<file path="src/hw/rtl/ltps_pkg.sv">
// ----------------------------------------------------------------------------
// ltps_pkg
// Types, command codes and slot state codes shared by the least-tickets
// process scheduler modules.
// ----------------------------------------------------------------------------
`default_nettype none

package ltps_pkg;

   localparam int CMD_W  = 3;
   localparam int SLOT_W = 6;
   localparam int VAL_W  = 16;
   localparam int ST_W   = 3;
   localparam int TK_W   = 16;
   localparam int CNT_W  = 32;

   // command codes
   localparam logic [CMD_W-1:0] CMD_SET_STATE   = 3'd0;
   localparam logic [CMD_W-1:0] CMD_SET_TICKETS = 3'd1;
   localparam logic [CMD_W-1:0] CMD_PICK        = 3'd2;
   localparam logic [CMD_W-1:0] CMD_CHARGE      = 3'd3;
   localparam logic [CMD_W-1:0] CMD_STATS       = 3'd4;
   localparam logic [CMD_W-1:0] CMD_READ        = 3'd5;

   // slot lifecycle codes
   localparam logic [ST_W-1:0] ST_UNUSED   = 3'd0;
   localparam logic [ST_W-1:0] ST_EMBRYO   = 3'd1;
   localparam logic [ST_W-1:0] ST_SLEEPING = 3'd2;
   localparam logic [ST_W-1:0] ST_RUNNABLE = 3'd3;
   localparam logic [ST_W-1:0] ST_RUNNING  = 3'd4;
   localparam logic [ST_W-1:0] ST_ZOMBIE   = 3'd5;

   localparam logic [TK_W-1:0] TICKET_LIMIT     = 16'd10000;
   localparam logic [TK_W-1:0] INIT_TICKETS_RST = 16'd10;

   typedef struct packed {
      logic [ST_W-1:0]  state;
      logic [TK_W-1:0]  tickets;
      logic [CNT_W-1:0] sleep_cnt;
      logic [CNT_W-1:0] ready_cnt;
      logic [CNT_W-1:0] run_cnt;
   } entry_type;

   // controller to datapath
   typedef struct packed {
      logic load;       // capture an accepted transaction
      logic clear_wr;   // zero the entry at the sweep index
      logic scan_rd;    // read the entry at the sweep index
      logic access_rd;  // read the addressed or picked entry
      logic modify;     // update that entry and issue the result
   } ctl_type;

   // datapath to controller
   typedef struct packed {
      logic idx_last;
   } sts_type;

   function automatic logic [CNT_W-1:0] sat_inc(input logic [CNT_W-1:0] v);
      sat_inc = (v == {CNT_W{1'b1}}) ? v : v + 1'b1;
   endfunction

endpackage

`default_nettype wire

</file>
<file path="src/hw/rtl/ltps_ctrl.sv">
// ----------------------------------------------------------------------------
// ltps_ctrl
// Sequencer for the scheduler: clearing sweep after reset, slot table scan
// for pick and stats tick, then access and update of one entry.
// ----------------------------------------------------------------------------
`default_nettype none

module ltps_ctrl (
   input  wire logic                         clock,
   input  wire logic                         reset,
   input  wire logic                         start,
   input  wire logic [ltps_pkg::CMD_W-1:0]   req_cmd,
   input  wire ltps_pkg::sts_type            sts,
   output ltps_pkg::ctl_type                 ctl,
   output logic                              busy
);

   typedef enum logic [2:0] {
      CLEAR,
      IDLE,
      SCAN,
      DRAIN,
      ACCESS,
      MODIFY
   } state_type;

   state_type state_ff;
   state_type state_in;
   logic      req_scan;

   assign req_scan = (req_cmd inside {ltps_pkg::CMD_PICK, ltps_pkg::CMD_STATS});

   always_comb begin
      state_in = state_ff;
      case (state_ff)
         CLEAR: begin
            if (sts.idx_last) state_in = IDLE;
         end
         IDLE: begin
            if (start) state_in = req_scan ? SCAN : ACCESS;
         end
         SCAN: begin
            if (sts.idx_last) state_in = DRAIN;
         end
         DRAIN:  state_in = ACCESS;
         ACCESS: state_in = MODIFY;
         MODIFY: state_in = IDLE;
         default: state_in = IDLE;
      endcase
   end

   always_ff @(posedge clock) begin
      if (reset) begin
         state_ff <= CLEAR;
      end else begin
         state_ff <= state_in;
      end
   end

   always_comb begin
      ctl           = '0;
      ctl.load      = (state_ff == IDLE) && start;
      ctl.clear_wr  = (state_ff == CLEAR);
      ctl.scan_rd   = (state_ff == SCAN);
      ctl.access_rd = (state_ff == ACCESS);
      ctl.modify    = (state_ff == MODIFY);
   end

   assign busy = (state_ff != IDLE);

endmodule

`default_nettype wire

</file>
<file path="config.mk">
export PLATFORM = sky130hd
export DESIGN_NAME = ltps_ctrl
export DESIGN_NICKNAME = d
export VERILOG_FILES = /design/src/hw/rtl/ltps_pkg.sv /design/src/hw/rtl/ltps_ctrl.sv
export SDC_FILE = /design/constraint.sdc
export NUM_CORES = 1
export LEC_CHECK = 0
export ABC_CLOCK_PERIOD_IN_PS = 2100
export BUFFER_PORTS_ARGS = -buffer_cell sky130_fd_sc_hd__buf_2
export CELL_PAD_IN_SITES_DETAIL_PLACEMENT = 2
export CELL_PAD_IN_SITES_GLOBAL_PLACEMENT = 2
export CORE_AREA = 10 10 47 49
export DETAILED_ROUTE_END_ITERATION = 8
export DIE_AREA = 0 0 57 59
export PLACE_DENSITY = 0.68
export SLEW_MARGIN = 20
export SYNTH_ARGS = -nofsm -noshare
export SYNTH_HDL_FRONTEND = slang
export SYNTH_SLANG_ARGS = --single-unit
</file>
<file path="constraint.sdc">
create_clock -name clock -period 2.1 [get_ports clock]
set_input_delay 0.21 -clock clock [delete_from_list [all_inputs] [get_ports clock]]
set_output_delay 0.21 -clock clock [all_outputs]
set_load 0.03 [all_outputs]
</file>
==> results of run 1 <==
## final cells by class
class / count / area share [%]
Sequential cell: 3 / 20.4
Tap cell: 16 / 6.81
Timing Repair Buffer: 12 / 20.4
Clock buffer: 4 / 8.94
Inverter: 2 / 2.55
Multi-Input combinational cell: 16 / 40.9
## logic make-up (layout without fill, tap and decap cells)
family	Yosys count	count (layout)	share of synthesized area (%)
simple gates	9	9	33.7
flops	3	3	29.4
compound gates	6	6	20.9
xor+xnor	1	1	4.30
buf+inv	4	18	11.7
## synth_stat cells
master	number	area, um2
nor4_1	1	6.26
nand4_1	1	6.26
nor3b_1	2	15.0
o2111a_1	1	11.3
buf_6	1	11.3
buf_2	1	5.00
inv_1	2	7.51
dfxtp_1	3	60.1
nor3_1	2	10.0
o2bb2ai_1	1	8.76
a21o_1	1	7.51
xnor2_1	1	8.76
nand3b_1	1	7.51
o21ai_0	2	10.0
and4bb_2	1	12.5
or3_4	1	11.3
a21oi_1	1	5.00
## cells in the final DEF, fill, tap and decap left out
cell type,n
a21oi_1,1
nor3b_1,2
inv_1,2
dfxtp_1,3
o2111a_1,1
buf_2,12
xnor2_1,1
and4bb_2,1
o2bb2ai_1,1
a21o_1,1
nor4_1,1
nand3b_1,1
or3_4,1
o21ai_0,2
clkbuf_4,3
nor3_1,2
clkbuf_1,1
nand4_1,1
## worst paths after layout
check,to
max,ctl[2]
min,state_ff[0]
max reg2reg,state_ff[2]
min reg2reg,state_ff[1]
## worst max-delay path, delay by kind of cell (launching register included)
kind                   cells  cell delay [ns]
flip-flops                 1             0.48
AND/OR/NAND/NOR            1             0.29
buffers and inverters      1             0.25
## through the flow
stage | worst slack (ns) | utilization, % | hold slack [ns] | total power, mW | cells
after floorplan | 0.642 | - | 0.279 | 0.106 | 23
after global placement | 0.892 | 19.1 | 0.401 | 0.123 | 49
after detailed placement | 0.886 | 19.1 | 0.405 | 0.124 | 49
after CTS | 0.623 | 21.0 | 0.156 | 0.231 | 53
after global routing | 0.512 | 21.0 | 0.173 | 0.244 | 53
final | 0.638 | 21.0 | 0.160 | 0.225 | 53
## report_power, final
group / internal (mW) / total, mW / switching, mW
clock network: 0.0713 / 0.103 / 0.0319
logic: 0.0210 / 0.0530 / 0.0320
registers: 0.0611 / 0.0688 / 0.00768
## per-layer routing
layer  part of all wire [%]  vias up  track usage (%)  wire, um
met5                      0        -                0         0
met2                     58        9             8.84       390
met1                     34      110             3.42       225
li1                       -      114                -         -
met3                    8.2        0             3.22        55
met4                      0        0             2.01         0
==> results, run 1 <==
- The footprint of the multi-input gates is 120 um2.
- The required time of the worst setup path is 1.89 ns.
- The flip-flop count of the largest register, all copies and words added is 3.
- The number of register bits inferred by synthesis is 3.
- The run finished with clean final reports.
- Entering global routing, the biggest net connects 12 pins.
- The via total after detailed routing is 233.
- The startpoint of the most critical setup path is state_ff[1].
- The worst hold path depth is 2.
- Measured against its own limit, the worst slew margin works out to 78.7%.
- The root buffer cell chosen for the clock tree is clkbuf_4.
- For the pin with the worst max-slew slack, the measured transition is 0.320 ns.
- The count of boundary I/O pins is 13.
- The register with the highest flop count is state_ff.
- The clock tree from TritonCTS is yes.
- The period utilization is 69.6%.
- In this run the number of H-tree levels came out at 1.
- For this design, the slowest cell found on the critical path is dfxtp_1.
- The number of maximum-capacitance constraint violations is 0.
- The number of I/O port buffers is 12.
- The number of resized instances in the post-cts repair step is 0.
- The critical path goes through nor3b_1 > buf_2.
- The post-CTS repair timing setup buffer count is 0.
- The number of violations reported at the end of detailed-routing iteration 0 is 2.
- The starting density of the core is 14.6%.
- The worst setup skew after layout is 0.000568 ns.
- The synthesized area divided by synthesized cell count is 8.87 um2.
- The category of the worst setup path launch point is a flop.
- The core region area is 1400 um2.
- Setup violations remaining at the end of the flow were counted as 0.
- The classification of the worst setup path is reg -> out.
- The maximum fanout along the worst path is 10.
- Measured in cells, the most critical reg-to-reg path has a length of 2.
- The worst vdd rail ir drop is 0.289 mV.
- After detailed routing, the total wire length is 671 um.
- The smallest clock period supported by the final layout is computed as 1.46 ns.
- After clock tree synthesis, the clock-pin slew on the worst setup and hold paths is 0.04 ns.
- The via count of the first global-routing pass is 266.
- The global-route total usage across every layer is 4.61%.
- The total overflow left after global routing is 0.
- In the final timing run, aggregate negative setup slack is 0 ns.
- Once placement finished, the instance area stood at 268 um2.
- The number of failing hold endpoints at the final stage is 0.
- The classification of the worst-slack hold path is in -> reg.
- Across the whole layout, storage elements account for 60.1 um2.
- The final layout net count is 45.
- The post-route netlist has 45.9% of its cells at a drive strength greater than 1.
- When the netlist entered floorplanning its net count stood at 30.
- In the final layout, the registers with the most flip-flops are state_ff (3).
- The number of standard cells after synthesis is 23.
- Hold repair after CTS inserted 0 buffers.
- The proportion of synthesized chip area in sequential cells is 29.4%.
- On the worst path, the slowest cell contributes a delay of 0.48 ns.
- The layout filler cell count is 184.
- The power density normalized to cell area is 765 nW/um2.
- The initial antenna violation count is 0.
- The die outline area is 3360 um2.
- Clock tree synthesis inserted a total of 3 buffers.
- Row generation in the floorplan step produced 14 rows.
- After detailed routing, the average wire length per cell comes to 12.7 um.
- The data arrival time of the critical path is 1.25 ns.
- The number of nets still failing antenna checks after routing is 0.
- For the worst-skew pair, the clock arrives at the later sink with an insertion delay of 0.23 ns.
- The max-slew violation total from the final report was 0.
- Setup repair after global routing left no endpoint under its margin.
- The source of the worst hold timing path is reset.
- For flop-to-flop paths, the worst setup slack is 1.04 ns.
- The final weighted congestion in routability-driven placement is 0.642.
- The maximum clock path buffer count is 2.
- The area growth from synthesis to final layout is 44.2%.
- The count of yosys warnings during synthesis is 0.
- Based on the critical path, the design can be clocked at up to 0.684 GHz.
- Summing every instance area after synthesis gives 204 um2.
- The worst setup path is captured at an output pin.
- The antenna diode count is 0.
- The first global-routing pass estimated 1.23 mm of wire.
- The detailed-routing iteration count for the pre-antenna-repair pass is 2.
- The number of unique standard cell types used by synthesis is 17.
- The mean number of vias per cell is 4.40.
- The worst reg2reg path startpoint is state_ff[1].
- For this run, design rule violations remaining after detail routing come to 0.
- From left edge to right edge, the die measures 57 um.
- Measured along the y axis, the die boundary spans 59 um.
- In this run the static leakage power is 0.134 nW.
- The clock net sink count is 3.
- After routing the design area is 294 um2.
- The wire-length estimate of the detail-placed layout is 548 um.
(Power assumes the default switching activity.)
==> run 2, diff against run 1 <==
ABC_AREA = 1   (was not set)
ABC_CLOCK_PERIOD_IN_PS = 1200   (was 2100)
CORE_AREA = not set   (was 10 10 47 49)
CORE_MARGIN = 10   (was not set)
CORE_UTILIZATION = 15   (was not set)
DIE_AREA = not set   (was 0 0 57 59)
PLACE_DENSITY = 0.74   (was 0.68)
clock period = 1.2 ns   (was 2.1 ns; I/O delays follow)
==> run 2 against run 1 <==
Via count is 41% higher; worst setup slack got worse by 0.64 ns; sequential cell count did not move; cell count rose by 47%; area after synthesis rose by 15%; synthesized cell count is 83% higher; final area is 41% higher; largest cell class unchanged; die area increased by 5.6%.
==> results, run 2 <==
- The run finished with clean final reports.
- The worst hold path depth was 2 (unchanged).
- The cell count after placement is 70 (+43%).
- The maximum clock frequency is 0.834 GHz.
- The leakage component of the power is 0.224 nW (+67%).
- The synthesized area divided by synthesized cell count is 5.60 um2 (-37%).
- In this run the critical register-to-register path is launched from state_ff[0].
- The flip-flop count of the largest register, all copies and words added was 3 (unchanged).
- The synthesized-area fraction occupied by xor and xnor cells came to 0% (-4.3 points).
- The aggregate global routing overflow is 0 (unchanged).
- The clock net sink count was 3 (unchanged).
- The number of I/O port buffers came to 12 (unchanged).
- The mux cell area share after synthesis was 0% (unchanged).
- The placed cell area is 323 um2 (+21%).
- The post-detailed-route DRC marker count is 0 (unchanged).
- The period utilization is 100%.
- The final design instance area without fill is 414 um2 (+41%).
- TritonCTS built the clock tree.
- The number of core rows is 14 (unchanged).
- The max-slew violation total from the final report was 0 (unchanged).
- The slack of the worst reg-to-reg path is 0.11 ns (-0.93 ns).
- The wire length per cell after detailed routing is 12.6 um (-0.36%).
- The final layout net count is 70 (+56%).
- The via count of the first global-routing pass came to 397 (+49%).
- The worst hold slack is 0.0564 ns (-0.103 ns).
- The total negative slack came to 0 ns (unchanged).
- The number of standard cells after synthesis is 42 (+83%).
- The clock latency on the worst-skew pair came to 0.23 ns (about the same).
- The critical path in this run is classified as reg -> out.
- The proportion of synthesized chip area in sequential cells is 25.5% (-3.9 points).
- Sorting the synthesized cells by area gives the leading types as dfxtp_1, inv_1, nand2_1.
- The number of unique standard cell types used by synthesis is 12 (-5).
- The clock input transition at the sequential cells of the worst setup and hold paths is 0.04 ns (about the same).
- The data arrival time of the critical path was 1.08 ns (-0.17 ns).
- The highest-delay cell along the critical path is dfxtp_4.
- The final number of setup-violating endpoints is 0 (unchanged).
- The reg-to-reg critical path endpoint is state_ff[1].
- The worst setup path is launched from a flop.
- The worst vdd rail ir drop is 0.459 mV (+58%).
- The layout filler cell count is 192 (+4.3%).
- The initial antenna violation count is 0 (unchanged).
- The maximum clock path buffer count is 2 (unchanged).
- The total half-perimeter wirelength after legalization and detailed placement is 795 um (+45%).
- The largest net degree at the start of global routing is 6 (-6).
- The largest total area in the synthesized netlist belongs to dfxtp_1.
- The share of layout cells above drive strength 1 came to 48.4% (+2.4 points).
- The classification of the worst-slack hold path is in -> reg.
- The final weighted congestion in routability-driven placement is 0.703 (+9.6%).
- The remaining max-slew budget at the tightest pin is 88.7% (+10 points).
- The count of boundary I/O pins was 13 (unchanged).
- The global-route total usage across every layer is 6.42% (+1.8 points).
- The count of flip-flops with a built-in enable after synthesis was 0 (unchanged).
- The die height came to 59.6 um (+1.0%).
- The cell sitting at the root of the clock tree is a clkbuf_4.
- The total CTS buffers was 3 (unchanged).
- The core region area is 1490 um2 (+6.3%).
- The die outline area came to 3550 um2 (+5.6%).
- Traced cell by cell, the critical path runs through inv_4 > nor2_4 > nand2_2 > nor2_2 > buf_6.
- The starting density of the core is 15.8% (+1.2 points).
- The number of register bits inferred by synthesis is 3 (unchanged).
- The worst setup skew after layout is 0.000863 ns (+0.000295 ns).
- The most used flip-flop cell after synthesis is dfxtp_1.
- The die width is 59.6 um (+4.6%).
- The required time of the worst setup path was 1.08 ns (-0.81 ns).
- The register with the highest flop count is state_ff.
- The final routed wirelength across all metal layers is 984 um (+47%).
- The final worst-path setup slack is 0.000562 ns (-0.638 ns).
- The length in cells of the worst reg-to-reg path is 8 (+6).
- The fraction of post-synthesis cell area in the top cell type by area is 25.5% (-3.9 points).
- The shortest clock period the worst path allows after layout is 1.20 ns.
- The cell family with the largest share of critical-path delay is flip-flops.
- The mean number of vias per cell is 4.22 (-4.1%).
- The number of H-tree branching levels is 1 (unchanged).
- The via total after detailed routing was 329 (+41%).
- The total buffers and inverters traversed by the critical path is 2 (+1).
- The number of maximum-capacitance constraint violations came to 0 (unchanged).
- Setup repair after global routing could not meet its margin everywhere.
- Leaving out fill and tap cells, the most frequent cells in the layout are nand2_1, inv_1, buf_4.
- The adder-cell area share of the yosys netlist is 0% (unchanged).
- The count of non-filler cells in the finished layout came to 78 (+47%).
- The delay of the slowest cell on the worst path is 0.37 ns (-0.11 ns).
- The number of failing hold endpoints at the final stage came to 0 (unchanged).
- In the synthesized netlist, the cells that appear most often are inv_1, nand2_1, nor2_1.
- The count of yosys warnings during synthesis was 0 (unchanged).
- STA classifies the critical path endpoint as an output pin.
- The detailed-routing iteration count for the pre-antenna-repair pass came to 2 (unchanged).
- The number of logic stages on the critical path including buffering is 5 (+3).
- In the final layout, the registers with the most flip-flops are state_ff (3).
- The worst min-delay path endpoint is state_ff[0].
- The antenna diode count is 0 (unchanged).
- The pre-CTS worst setup slack came to 0.166 ns (-0.720 ns).
- The area of the mapped netlist is 235 um2 (+15%).
- The number of violations reported at the end of detailed-routing iteration 0 is 3 (+1).
- The post-synthesis simple-gate area fraction came to 47.9% (+14 points).
- The share of flip-flops with an asynchronous set or reset after synthesis came to 0% (unchanged).
- The largest family of logic cells by synthesized area is simple AND/OR/NAND/NOR gates.
- The power density normalized to cell area came to 1330 nW/um2 (+73%).
- The measured slew at the worst slew-check pin was 0.167 ns (-0.153 ns).
- The area growth from synthesis to final layout is 76.1%.
- The source of the worst hold timing path is reset.
- The complex-gate fraction of the synthesized area is 10.6% (-10 points).
- The global-route wire length before repair is 1.74 mm (+42%).
- The number of nets still failing antenna checks after routing was 0 (unchanged).
- The maximum fanout along the worst path came to 4 (-6).
- The net count after synthesis is 49 (+63%).
[run 2: what timing repair did]
item                                    in CTS  in global routing
endpoints found under the setup margin       6                  7
hold buffers                                 0                  0
resized for setup                            7                  9
buffers inserted                             2                  2
pin swaps                                    0                  2
[run 2: logic make-up (layout without fill, tap and decap cells)]
group / count (synthesis) / count (layout)
flops: 3 / 3
buf+inv: 10 / 30
compound gates: 5 / 5
simple gates: 24 / 24
[run 2: final cells by class]
cell class	instances	area [um2]	area share (%)
multi-input cells	29	153	36.9
inverters	10	40.0	9.67
clock buffers	4	26.3	6.34
flip-flops and latches	3	68.8	16.6
repair buffers	16	106	25.7
well taps	16	20.0	4.83
[run 2: worst register-to-register path: stages, from the launching register on]
cell	delay, ns
dfxtp_4	0.37
inv_4	0.05
nor2_4	0.11
buf_4	0.12
nand3_2	0.10
nand2_1	0.09
nand2_1	0.05
nand2_1	0.05
nor2_1	0.04
[run 2: power by group]
part	internal, mW	switching [mW]
clock network	0.125	0.0551
registers	0.114	0.0205
logic	0.0941	0.140
[run 2: worst max-delay path by stage]
stage	startpoint	endpoint
2_1_floorplan	state_ff[0]	ctl[4]
3_3_place_gp	state_ff[0]	ctl[4]
3_5_place_dp	state_ff[0]	state_ff[1]
4_1_cts	state_ff[0]	ctl[4]
5_1_grt	state_ff[0]	ctl[4]
6_report	state_ff[0]	ctl[4]
[run 2: routing by layer]
metal	track usage [%]	up-vias	share of wire, %
li1	-	167	-
met1	5.84	152	39
met2	11.6	10	52
met3	4.51	0	8.8
met4	0.962	0	0
met5	0	-	0
[run 2: metrics by stage]
stage | total power, mW | util, %
2_1_floorplan | 0.262 | -
3_3_place_gp | 0.316 | 21.7
3_5_place_dp | 0.324 | 21.7
4_1_cts | 0.543 | 25.5
5_1_grt | 0.606 | 27.8
6_report | 0.549 | 27.8
